File: src/hw/rtl/hsc_pkg.sv
// Shared types, constants and position helpers for the Hamming SEC codec.
package hsc_pkg;

    localparam int MAX_N     = 63;
    localparam int WORD_W    = 63;
    localparam int LEN_W     = 6;
    localparam int SYN_W     = 6;
    localparam int PCNT_W    = 3;
    localparam int OPCODE_W  = 2;
    localparam int CFG_IDX_W = 1;

    localparam logic [OPCODE_W-1:0] OP_ENCODE = 2'd0;
    localparam logic [OPCODE_W-1:0] OP_DECODE = 2'd1;
    localparam logic [OPCODE_W-1:0] OP_CHECK  = 2'd2;

    localparam logic [CFG_IDX_W-1:0] CFG_CODE_LENGTH = 1'd0;
    localparam logic [CFG_IDX_W-1:0] CFG_DATA_LENGTH = 1'd1;

    localparam logic [LEN_W-1:0] CODE_LENGTH_RST = 6'd7;
    localparam logic [LEN_W-1:0] DATA_LENGTH_RST = 6'd4;

    typedef struct packed {
        logic [OPCODE_W-1:0] opcode;
        logic [WORD_W-1:0]   word_in;
    } t_req;

    typedef struct packed {
        logic [WORD_W-1:0] word_out;
        logic [PCNT_W-1:0] parity_count;
        logic              codeword_ok;
        logic              status;
    } t_rsp;

    function automatic logic is_pow2(input int pos);
        return (pos != 0) && ((pos & (pos - 1)) == 0);
    endfunction

    // index of the data bit carried at a non-power-of-two position
    function automatic logic [LEN_W-1:0] data_idx(input int pos);
        int cnt;
        cnt = 0;
        for (int j = 1; j <= pos; j = j * 2) begin
            cnt = cnt + 1;
        end
        return LEN_W'(pos - 1 - cnt);
    endfunction

    function automatic logic [SYN_W-1:0] syndrome(input logic [WORD_W-1:0] cw);
        logic [SYN_W-1:0] s;
        s = '0;
        for (int i = 1; i <= MAX_N; i++) begin
            if (cw[i-1]) begin
                s = s ^ SYN_W'(i);
            end
        end
        return s;
    endfunction

endpackage

File: src/hw/rtl/hamming_sec_codec.sv
// Hamming single-error-correcting encoder, decoder and checker, top level.
// A request taken with start is registered in r_req; its result is registered in r_rsp (o_valid high).
// Throughput: one request per cycle through one XOR-tree stage; busy is always low.
// Reset (synchronous, active low): pipeline emptied, code_length 7, data_length 4.
// Results are shown for one cycle only; the receiver cannot stall.
module hamming_sec_codec import hsc_pkg::*; (
    input  logic                 i_clk,
    input  logic                 i_rst_n,
    input  logic                 start,
    output logic                 busy,
    input  t_req                 i_req,
    output logic                 o_valid,
    output t_rsp                 o_rsp,
    input  logic                 i_cfg_we,
    input  logic [CFG_IDX_W-1:0] i_cfg_idx,
    input  logic [LEN_W-1:0]     i_cfg_data
);

    logic [LEN_W-1:0] r_code_len;
    logic [LEN_W-1:0] r_data_len;
    logic             r_req_vld;
    t_req             r_req;
    logic             r_vld;
    t_rsp             r_rsp;
    t_rsp             n_rsp;

    logic [WORD_W-1:0] len_mask;
    logic [WORD_W-1:0] enc_data;
    logic [WORD_W-1:0] enc_word;
    logic [SYN_W-1:0]  enc_syn;
    logic [WORD_W-1:0] dec_cw;
    logic [SYN_W-1:0]  dec_syn;
    logic [WORD_W-1:0] dec_fix;
    logic [WORD_W-1:0] dec_data;
    logic [PCNT_W-1:0] pcnt;
    logic [LEN_W-1:0]  len_diff;
    logic              params_ok;

    assign busy = 1'b0;

    always_ff @(posedge i_clk) begin
        if (!i_rst_n) begin
            r_code_len <= CODE_LENGTH_RST;
            r_data_len <= DATA_LENGTH_RST;
        end else if (i_cfg_we) begin
            case (i_cfg_idx)
                CFG_CODE_LENGTH: r_code_len <= i_cfg_data;
                CFG_DATA_LENGTH: r_data_len <= i_cfg_data;
                default: ;
            endcase
        end
    end

    always_ff @(posedge i_clk) begin
        if (!i_rst_n) begin
            r_req_vld <= 1'b0;
            r_vld     <= 1'b0;
        end else begin
            r_req_vld <= start && !busy;
            r_vld     <= r_req_vld;
        end
    end

    always_ff @(posedge i_clk) begin
        if (start && !busy) begin
            r_req <= i_req;
        end
        if (r_req_vld) begin
            r_rsp <= n_rsp;
        end
    end

    always_comb begin
        len_mask = '0;
        enc_data = '0;
        for (int i = 1; i <= MAX_N; i++) begin
            len_mask[i-1] = (i <= int'(r_code_len));
            if (!is_pow2(i) && (i <= int'(r_code_len)) && (data_idx(i) < r_data_len)) begin
                enc_data[i-1] = r_req.word_in[data_idx(i)];
            end
        end
    end

    assign enc_syn = syndrome(enc_data);

    always_comb begin
        enc_word = enc_data;
        for (int j = 0; j < SYN_W; j++) begin
            if ((1 << j) <= int'(r_code_len)) begin
                enc_word[(1 << j) - 1] = enc_syn[j];
            end
        end
    end

    assign len_diff = r_code_len - r_data_len;

    always_comb begin
        if (r_data_len > r_code_len) begin
            params_ok = 1'b0;
        end else if (len_diff >= LEN_W'(SYN_W)) begin
            params_ok = 1'b1;
        end else begin
            params_ok = ((7'd1 << len_diff) >= ({1'b0, r_code_len} + 7'd1));
        end
    end

    assign dec_cw  = r_req.word_in & len_mask;
    assign dec_syn = syndrome(dec_cw);

    always_comb begin
        dec_fix  = dec_cw;
        dec_data = '0;
        for (int i = 1; i <= MAX_N; i++) begin
            if ((int'(dec_syn) == i) && (i <= int'(r_code_len))) begin
                dec_fix[i-1] = ~dec_cw[i-1];
            end
        end
        for (int i = 1; i <= MAX_N; i++) begin
            if (!is_pow2(i)) begin
                dec_data[data_idx(i)] = dec_fix[i-1];
            end
        end
    end

    // bit length of n, i.e. smallest r with 2^r >= n + 1
    always_comb begin
        pcnt = '0;
        for (int j = 0; j < LEN_W; j++) begin
            if (r_code_len[j]) begin
                pcnt = PCNT_W'(j + 1);
            end
        end
    end

    always_comb begin
        n_rsp              = '0;
        n_rsp.parity_count = pcnt;
        case (r_req.opcode)
            OP_ENCODE: begin
                if (params_ok) begin
                    n_rsp.word_out = enc_word;
                end else begin
                    n_rsp.status = 1'b1;
                end
            end
            OP_DECODE: n_rsp.word_out = dec_data;
            OP_CHECK:  n_rsp.codeword_ok = (dec_syn == '0);
            default: ;
        endcase
    end

    assign o_valid = r_vld;
    assign o_rsp   = r_rsp;

endmodule

File: config.mk
export PLATFORM = sky130hd
export DESIGN_NAME = hamming_sec_codec
export DESIGN_NICKNAME = d
export VERILOG_FILES = /design/src/hw/rtl/hsc_pkg.sv /design/src/hw/rtl/hamming_sec_codec.sv
export SDC_FILE = /design/constraint.sdc
export NUM_CORES = 1
export LEC_CHECK = 0
export BUFFER_PORTS_ARGS = -buffer_cell sky130_fd_sc_hd__buf_4
export CORE_AREA = 4 4 174 176
export CTS_CLUSTER_DIAMETER = 30
export DETAILED_ROUTE_END_ITERATION = 12
export DIE_AREA = 0 0 178 180
export PLACE_DENSITY_LB_ADDON = 0.25
export SETUP_SLACK_MARGIN = 0.5
export SLEW_MARGIN = 20
export SYNTH_ARGS = -nofsm -noshare
export SYNTH_HDL_FRONTEND = slang
export SYNTH_SLANG_ARGS = --single-unit
File: constraint.sdc
create_clock -name i_clk -period 14 [get_ports i_clk]
set_input_delay 1.4 -clock i_clk [delete_from_list [all_inputs] [get_ports i_clk]]
set_output_delay 1.4 -clock i_clk [all_outputs]
set_load 0.02 [all_outputs]
## Word-level counts from Yosys, hierarchy flattened

Cells that the tools add are included.

| word-level totals | value |
|---|---|
| flip-flop bits (word level) | 147 |
| latch bits | 0 |
| memory bits (writable) | 0 |
| memory bits (read-only) | 0 |
| input bits | 76 |
| output and inout port bits | 70 |
| word-level logic and storage cells | 742 |
| memories kept | 0 |

| cells by class | value |
|---|---|
| add/sub/neg operators | 2 |
| multiply operators | 0 |
| div/mod/pow operators | 0 |
| $lt $le $gt $ge | 123 |
| eq/ne operators | 59 |
| shift-type cells | 1 |
| multiplexer cells | 250 |
| bitwise operators | 177 |
| reduce and logical (&&, ||, !) cells | 119 |

Operator list:

| operator | count |
|---|---|
| 6-bit 2-to-1 mux | 63 |
| 6-bit <= comparator, first input constant | 32 |
| 6-bit equality test, second input constant | 30 |
| 5-bit 2-to-1 mux | 31 |
| 6-bit less-than comparator, first input constant | 25 |
| 63-bit one-hot mux with 2 select lines | 1 |
| 1-bit 2-to-1 mux | 125 |
| 3-bit inverter | 40 |
| 4-bit inverter | 30 |
| 1-bit logical AND | 114 |
| 5-bit by 6-bit <= comparator with 1-bit output, first input constant | 16 |
| 5-bit by 6-bit less-than comparator with 1-bit output, first input constant | 16 |
| 6-bit by 5-bit equality test with 1-bit output, second input constant | 15 |
| 63-bit AND | 1 |
| 63-bit 2-to-1 mux | 1 |
| 4-bit 2-to-1 mux | 15 |
| 5-bit inverter | 12 |
| 1-bit inverter | 58 |
| 2-bit inverter | 29 |
| 4-bit by 6-bit <= comparator with 1-bit output, first input constant | 8 |
| 4-bit by 6-bit less-than comparator with 1-bit output, first input constant | 8 |
| 6-bit by 4-bit equality test with 1-bit output, second input constant | 7 |
| 3-bit 2-to-1 mux | 9 |
| 3-bit by 6-bit <= comparator with 1-bit output, first input constant | 4 |
| other kinds (23) | 41 |

## Depth between registers and ports, before layout

| depth | value |
|---|---|
| word-level depth | 126 |
| gate-level depth with buffers | 28 |
| depth with buffers taken out | 24 |

## Worst setup path after synthesis

OpenSTA, ideal clock, no wires.

| timing | value |
|---|---|
| kind | register to register |
| from | register r_code_len[0] |
| to | register r_rsp (netlist bit o_rsp[29]) (data pin) |
| setup time | 275 ps |
| arrival | 4705 ps |
| required time | 13725 ps |
| setup slack | 9020 ps |
| cell stages (with the launch flop) | 29 |
| buffers on the path | 4 |
| clock period less this slack | 4980 ps |
| cell sequence | dfxtp_1 buf_4 buf_2 inv_1 ha_1 inv_1 fa_1 a21o_1 a21oi_1 nor2b_1 o21ai_0 o21ai_0 a21oi_1 nand2b_1 or3_1 ha_1 nand2b_1 a21o_1 a21o_1 a21o_1 a21oi_1 nor2b_1 o21ai_0 nand4b_1 o21ai_0 or3_1 clkbuf_1 clkbuf_1 o32ai_1 |

RTL lines:

| item | RTL line | RTL |
|---|---|---|
| start: declaration | hamming_sec_codec.sv:19 | `logic [LEN_W-1:0] r_code_len;` |
| start signal: assignment | hamming_sec_codec.sv:47 | `CFG_CODE_LENGTH: r_code_len <= i_cfg_data;` |
| end signal: assignment | hamming_sec_codec.sv:69 | `r_rsp <= n_rsp;` |
| end: declaration | hamming_sec_codec.sv:24 | `t_rsp r_rsp;` |

==> flow_summary_export.csv <==
group,metric,value,unit
worst_setup_path,arrival,6630,ps
synthesis,synth_top_family_by_area,"XOR/XNOR gates",
worst_hold_path,hp-class,"reg2reg",
synthesis,synth.top_cell.area_share,35.22,%
sta,fmax,0.1553,GHz
synthesis,yosys.area_share.adder,2.141,%
place,placed_cells_incl_taps,1612,
synthesis,syn_inst,1146,
synthesis,ys_warn_count,0,
synthesis,synth_area_leaders,"edfxtp_1, xnor2_1, xor2_1",
synthesis,synth_top_cell_by_area,"edfxtp_1",
power,p_int,0.0009903,W
synthesis,syn-cell-area,11340,µm²
clocking,cts-htree-levels,4,
run_status,outcome,"finished, final reports clean",
synthesis,synth-xor-area-share,22.60,%
clocking,cts.clk_slew.worst_paths,70,ps
power,seqPwrFrac,33.7,%
place,placed_cell_area,12590,µm²
clocking,post_cts_buffers,0,
power,p_sw_share,40.33,%
finish,fin_area,13160,µm²
finish,fillers,2727,
global_route,grt_pass1_wl,70950,µm
routing,wl,50970,µm
synthesis,yosysUniqueCellTypes,96,
worst_hold_path,hp-start,"r_code_len[2]",
global_route,antenna_found_initial,0,
finish,multi_input_area,6564,µm²
routing,num_vias,10170,
global_route,grt_use_total,31.05,%
synthesis,synth-simple-area-share,17.59,%
synthesis,synth_fp_nets,1240,
synthesis,yosysSeqAreaShare,37.69,%
worst_setup_path,cp.required,14190,ps
routing,drt_first_pass_iters,8,
synthesis,synth_compound_area_share,15.12,%
routing,wl_per_cell,31.00,µm
sta,min_period,6439,ps
floorplan,die_area,32040,µm²
sta,period_share,46.00,%
routing,drcViolationCount,0,
worst_setup_path,r2r-end,"o_rsp[39]",
global_route,gr-total-overflow,0,
synthesis,synth.avg_cell_area,9.895,µm²
clocking,cts_hold_buf,0,
clocking,cts_tree,"done",
worst_setup_path,crit_path_start,"r_code_len[0]",
power,power_density,126.1,nW/µm²
worst_setup_path,r2r_slack,7560,ps
clocking,cts_buffers,17,
clocking,clk_latency,440,ps
worst_setup_path,cp-start-kind,"flip-flop",
place,gp_congestion,1.038,
sta,relSlewSlack,24.58,%
clocking,cts_resized,0,
finish,instances_no_fill,1644,
power,vdd_drop_max,83.52,µV
finish,drive_gt1_share,19.13,%
routing,drt_iter0_drc,1712,
worst_setup_path,setup.worst_path.class,"reg2reg",
sta,drv_slew,0,
floorplan,rows,62,
worst_setup_path,endpoint_kind,"flip-flop",
clocking,clock-sinks,147,
routing,ant_nets,0,
finish,syn2layout_area_growth,16.03,%
power,comb_power_share,38.1,%
sta,setup_tns,0,ps
worst_setup_path,rr_worst_depth,13,
sta,rsz0062_at_grt,"no",
floorplan,die_w,178,µm
power,p_sw,0.0006695,W
power,p_leak,4.551,nW
floorplan,start_util,39.61,%
synthesis,synth-main-ff-cell,"edfxtp_1",
synthesis,synthMuxAreaShare,0.3641,%
job,max_cap_viol_count,0,
place,hpwl,39200,µm
place,io_buffers,144,
worst_setup_path,path_max_fanout,21,
sta,setup_viol,0,
sta,fin_skew,13.73,ps
sta,hold_viol,0,
synthesis,synth_edf_count,133,
clocking,clk_path_buf_depth,2,
finish,diodes,0,
worst_hold_path,hold_path_depth,2,
power,power_frac_clock,28.2,%
worst_hold_path,holdPathEnd,"r_code_len[2]",
synthesis,synth_seq_cells,147,
synthesis,async_reset_ff_share,0,%
finish,regArea,4277,µm²
finish,layout.nets,1341,
floorplan,io_pins,146,
global_route,grt_max_degree,70,
floorplan,core,28630,µm²
floorplan,dieHeight,180,µm
worst_setup_path,r2r-start,"r_code_len[0]",
sta,worst_pin_slew,1126,ps
clocking,root_buffer,"clkbuf_16",
global_route,grt_pass1_vias,9667,
routing,via_per_inst,6.183,
## synth_stat cells, types with 5 or more instances
library cell	n
buf_4	19
edfxtp_1	133
buf_2	21
nand4_1	12
o211ai_1	12
o21ai_0	53
a21o_1	12
a21oi_1	38
xnor2_1	140
inv_1	21
xnor3_1	11
dfxtp_1	14
buf_6	5
o21ai_1	9
and2_1	13
clkbuf_1	29
a21boi_0	9
nor2_1	72
xnor3_2	7
nand2b_1	12
o32ai_1	29
and3_1	10
nor2b_1	13
nand3b_1	14
o22ai_1	20
nand3_1	61
or3_1	11
nor3_1	13
xnor2_2	6
ha_1	17
a31oi_1	9
nand2_1	105
o2111ai_1	5
or2_2	5
xor2_1	76
## worst max path at each step
stage	endpoint	slack (ps)	cells past startpoint
floorplan	o_rsp[29]	9020	28
global placement	o_rsp[40]	8020	13
detailed placement	o_rsp[40]	7940	13
CTS	o_rsp[42]	7880	13
global route	o_rsp[42]	7480	13
finish	o_rsp[39]	7560	13
## state kept, by name, indices dropped and copies added (netlist names)
signal,count
o_rsp,68
r_req,65
r_code_len,6
r_data_len,6
o_valid,1
r_req_vld,1
## cells by family (layout without fill, tap and decap cells)
| family | after synthesis | count (layout) |
|---|---|---|
| multiplexers | 4 | 4 |
| buffers and inverters | 99 | 213 |
| XOR/XNOR | 247 | 247 |
| AND/OR/NAND/NOR | 382 | 382 |
| flip-flops | 147 | 147 |
| other | 1 | 1 |
| adder cells (fa/ha/maj) | 19 | 19 |
| AO/OA/AOI/OAI | 247 | 247 |
## per-stage QoR
stage / total power, W / hold WS (ps) / setup WS [ps] / utilization [%]
2_1_floorplan: 0.0009859 / 488.8 / 9020 / -
3_5_place_dp: 0.001170 / 474.5 / 7936 / 43.98
5_1_grt: 0.001701 / 520.0 / 7479 / 45.97
6_report: 0.001660 / 487.2 / 7561 / 45.97
3_3_place_gp: 0.001179 / 460.8 / 8019 / 43.98
4_1_cts: 0.001634 / 491.8 / 7883 / 45.97
## critical path, cell delays in order (launching register included)
cell      delay, ps
dfxtp_1         820
inv_1           290
ha_1            490
or3_4           470
a31oi_1         440
nand2b_1        200
xor2_1          310
xnor3_1         440
xnor3_2         420
xnor2_2         870
and2_1          690
nand3_1         170
xor2_1          180
o32ai_1         380
## power groups by stage
| stage | sequential (W) | combinational, W | clock [W] |
|---|---|---|---|
| after floorplan | 0.000550 | 0.000436 | 0 |
| after global placement | 0.000565 | 0.000614 | 0 |
| after detailed placement | 0.000565 | 0.000606 | 0 |
| after CTS | 0.000555 | 0.000609 | 0.000470 |
| after global routing | 0.000558 | 0.000653 | 0.000490 |
| final | 0.000559 | 0.000633 | 0.000468 |
## placed cells by master, fill, tap and decap left out, types with 12 or more instances in the layout
cell and instances:
nand2_1 105, nand2b_1 12, edfxtp_1 133, nor2b_1 13, a21o_1 12, a21oi_1 38, o211ai_1 12, ha_1 17
buf_4 157, o32ai_1 29, xor2_1 76, inv_1 21, clkbuf_16 17, and2_1 13, dfxtp_1 12, nand3b_1 14
nor3_1 12, nand3_1 61, xnor2_1 140, nand4_1 12, nor2_1 72, o21ai_0 53, o22ai_1 20
## routing by layer
metal  global-route usage [%]  routed length (µm)  up-vias
met5                        0                   0        -
met4                    15.75                3045        0
met3                    7.584                6343      155
met2                    43.39               20950      827
met1                    44.41               20630     4825
li1                         -                   -     4358
## cell type report
| class | count | area share (%) |
|---|---|---|
| Tap cell | 384 | 3.652 |
| Sequential cell | 147 | 32.50 |
| Clock buffer | 20 | 3.319 |
| Clock inverter | 12 | 0.9985 |
| Timing Repair Buffer | 157 | 8.958 |
| Inverter | 24 | 0.6847 |
| Multi-Input combinational cell | 900 | 49.89 |
(Power assumes the default switching activity.)
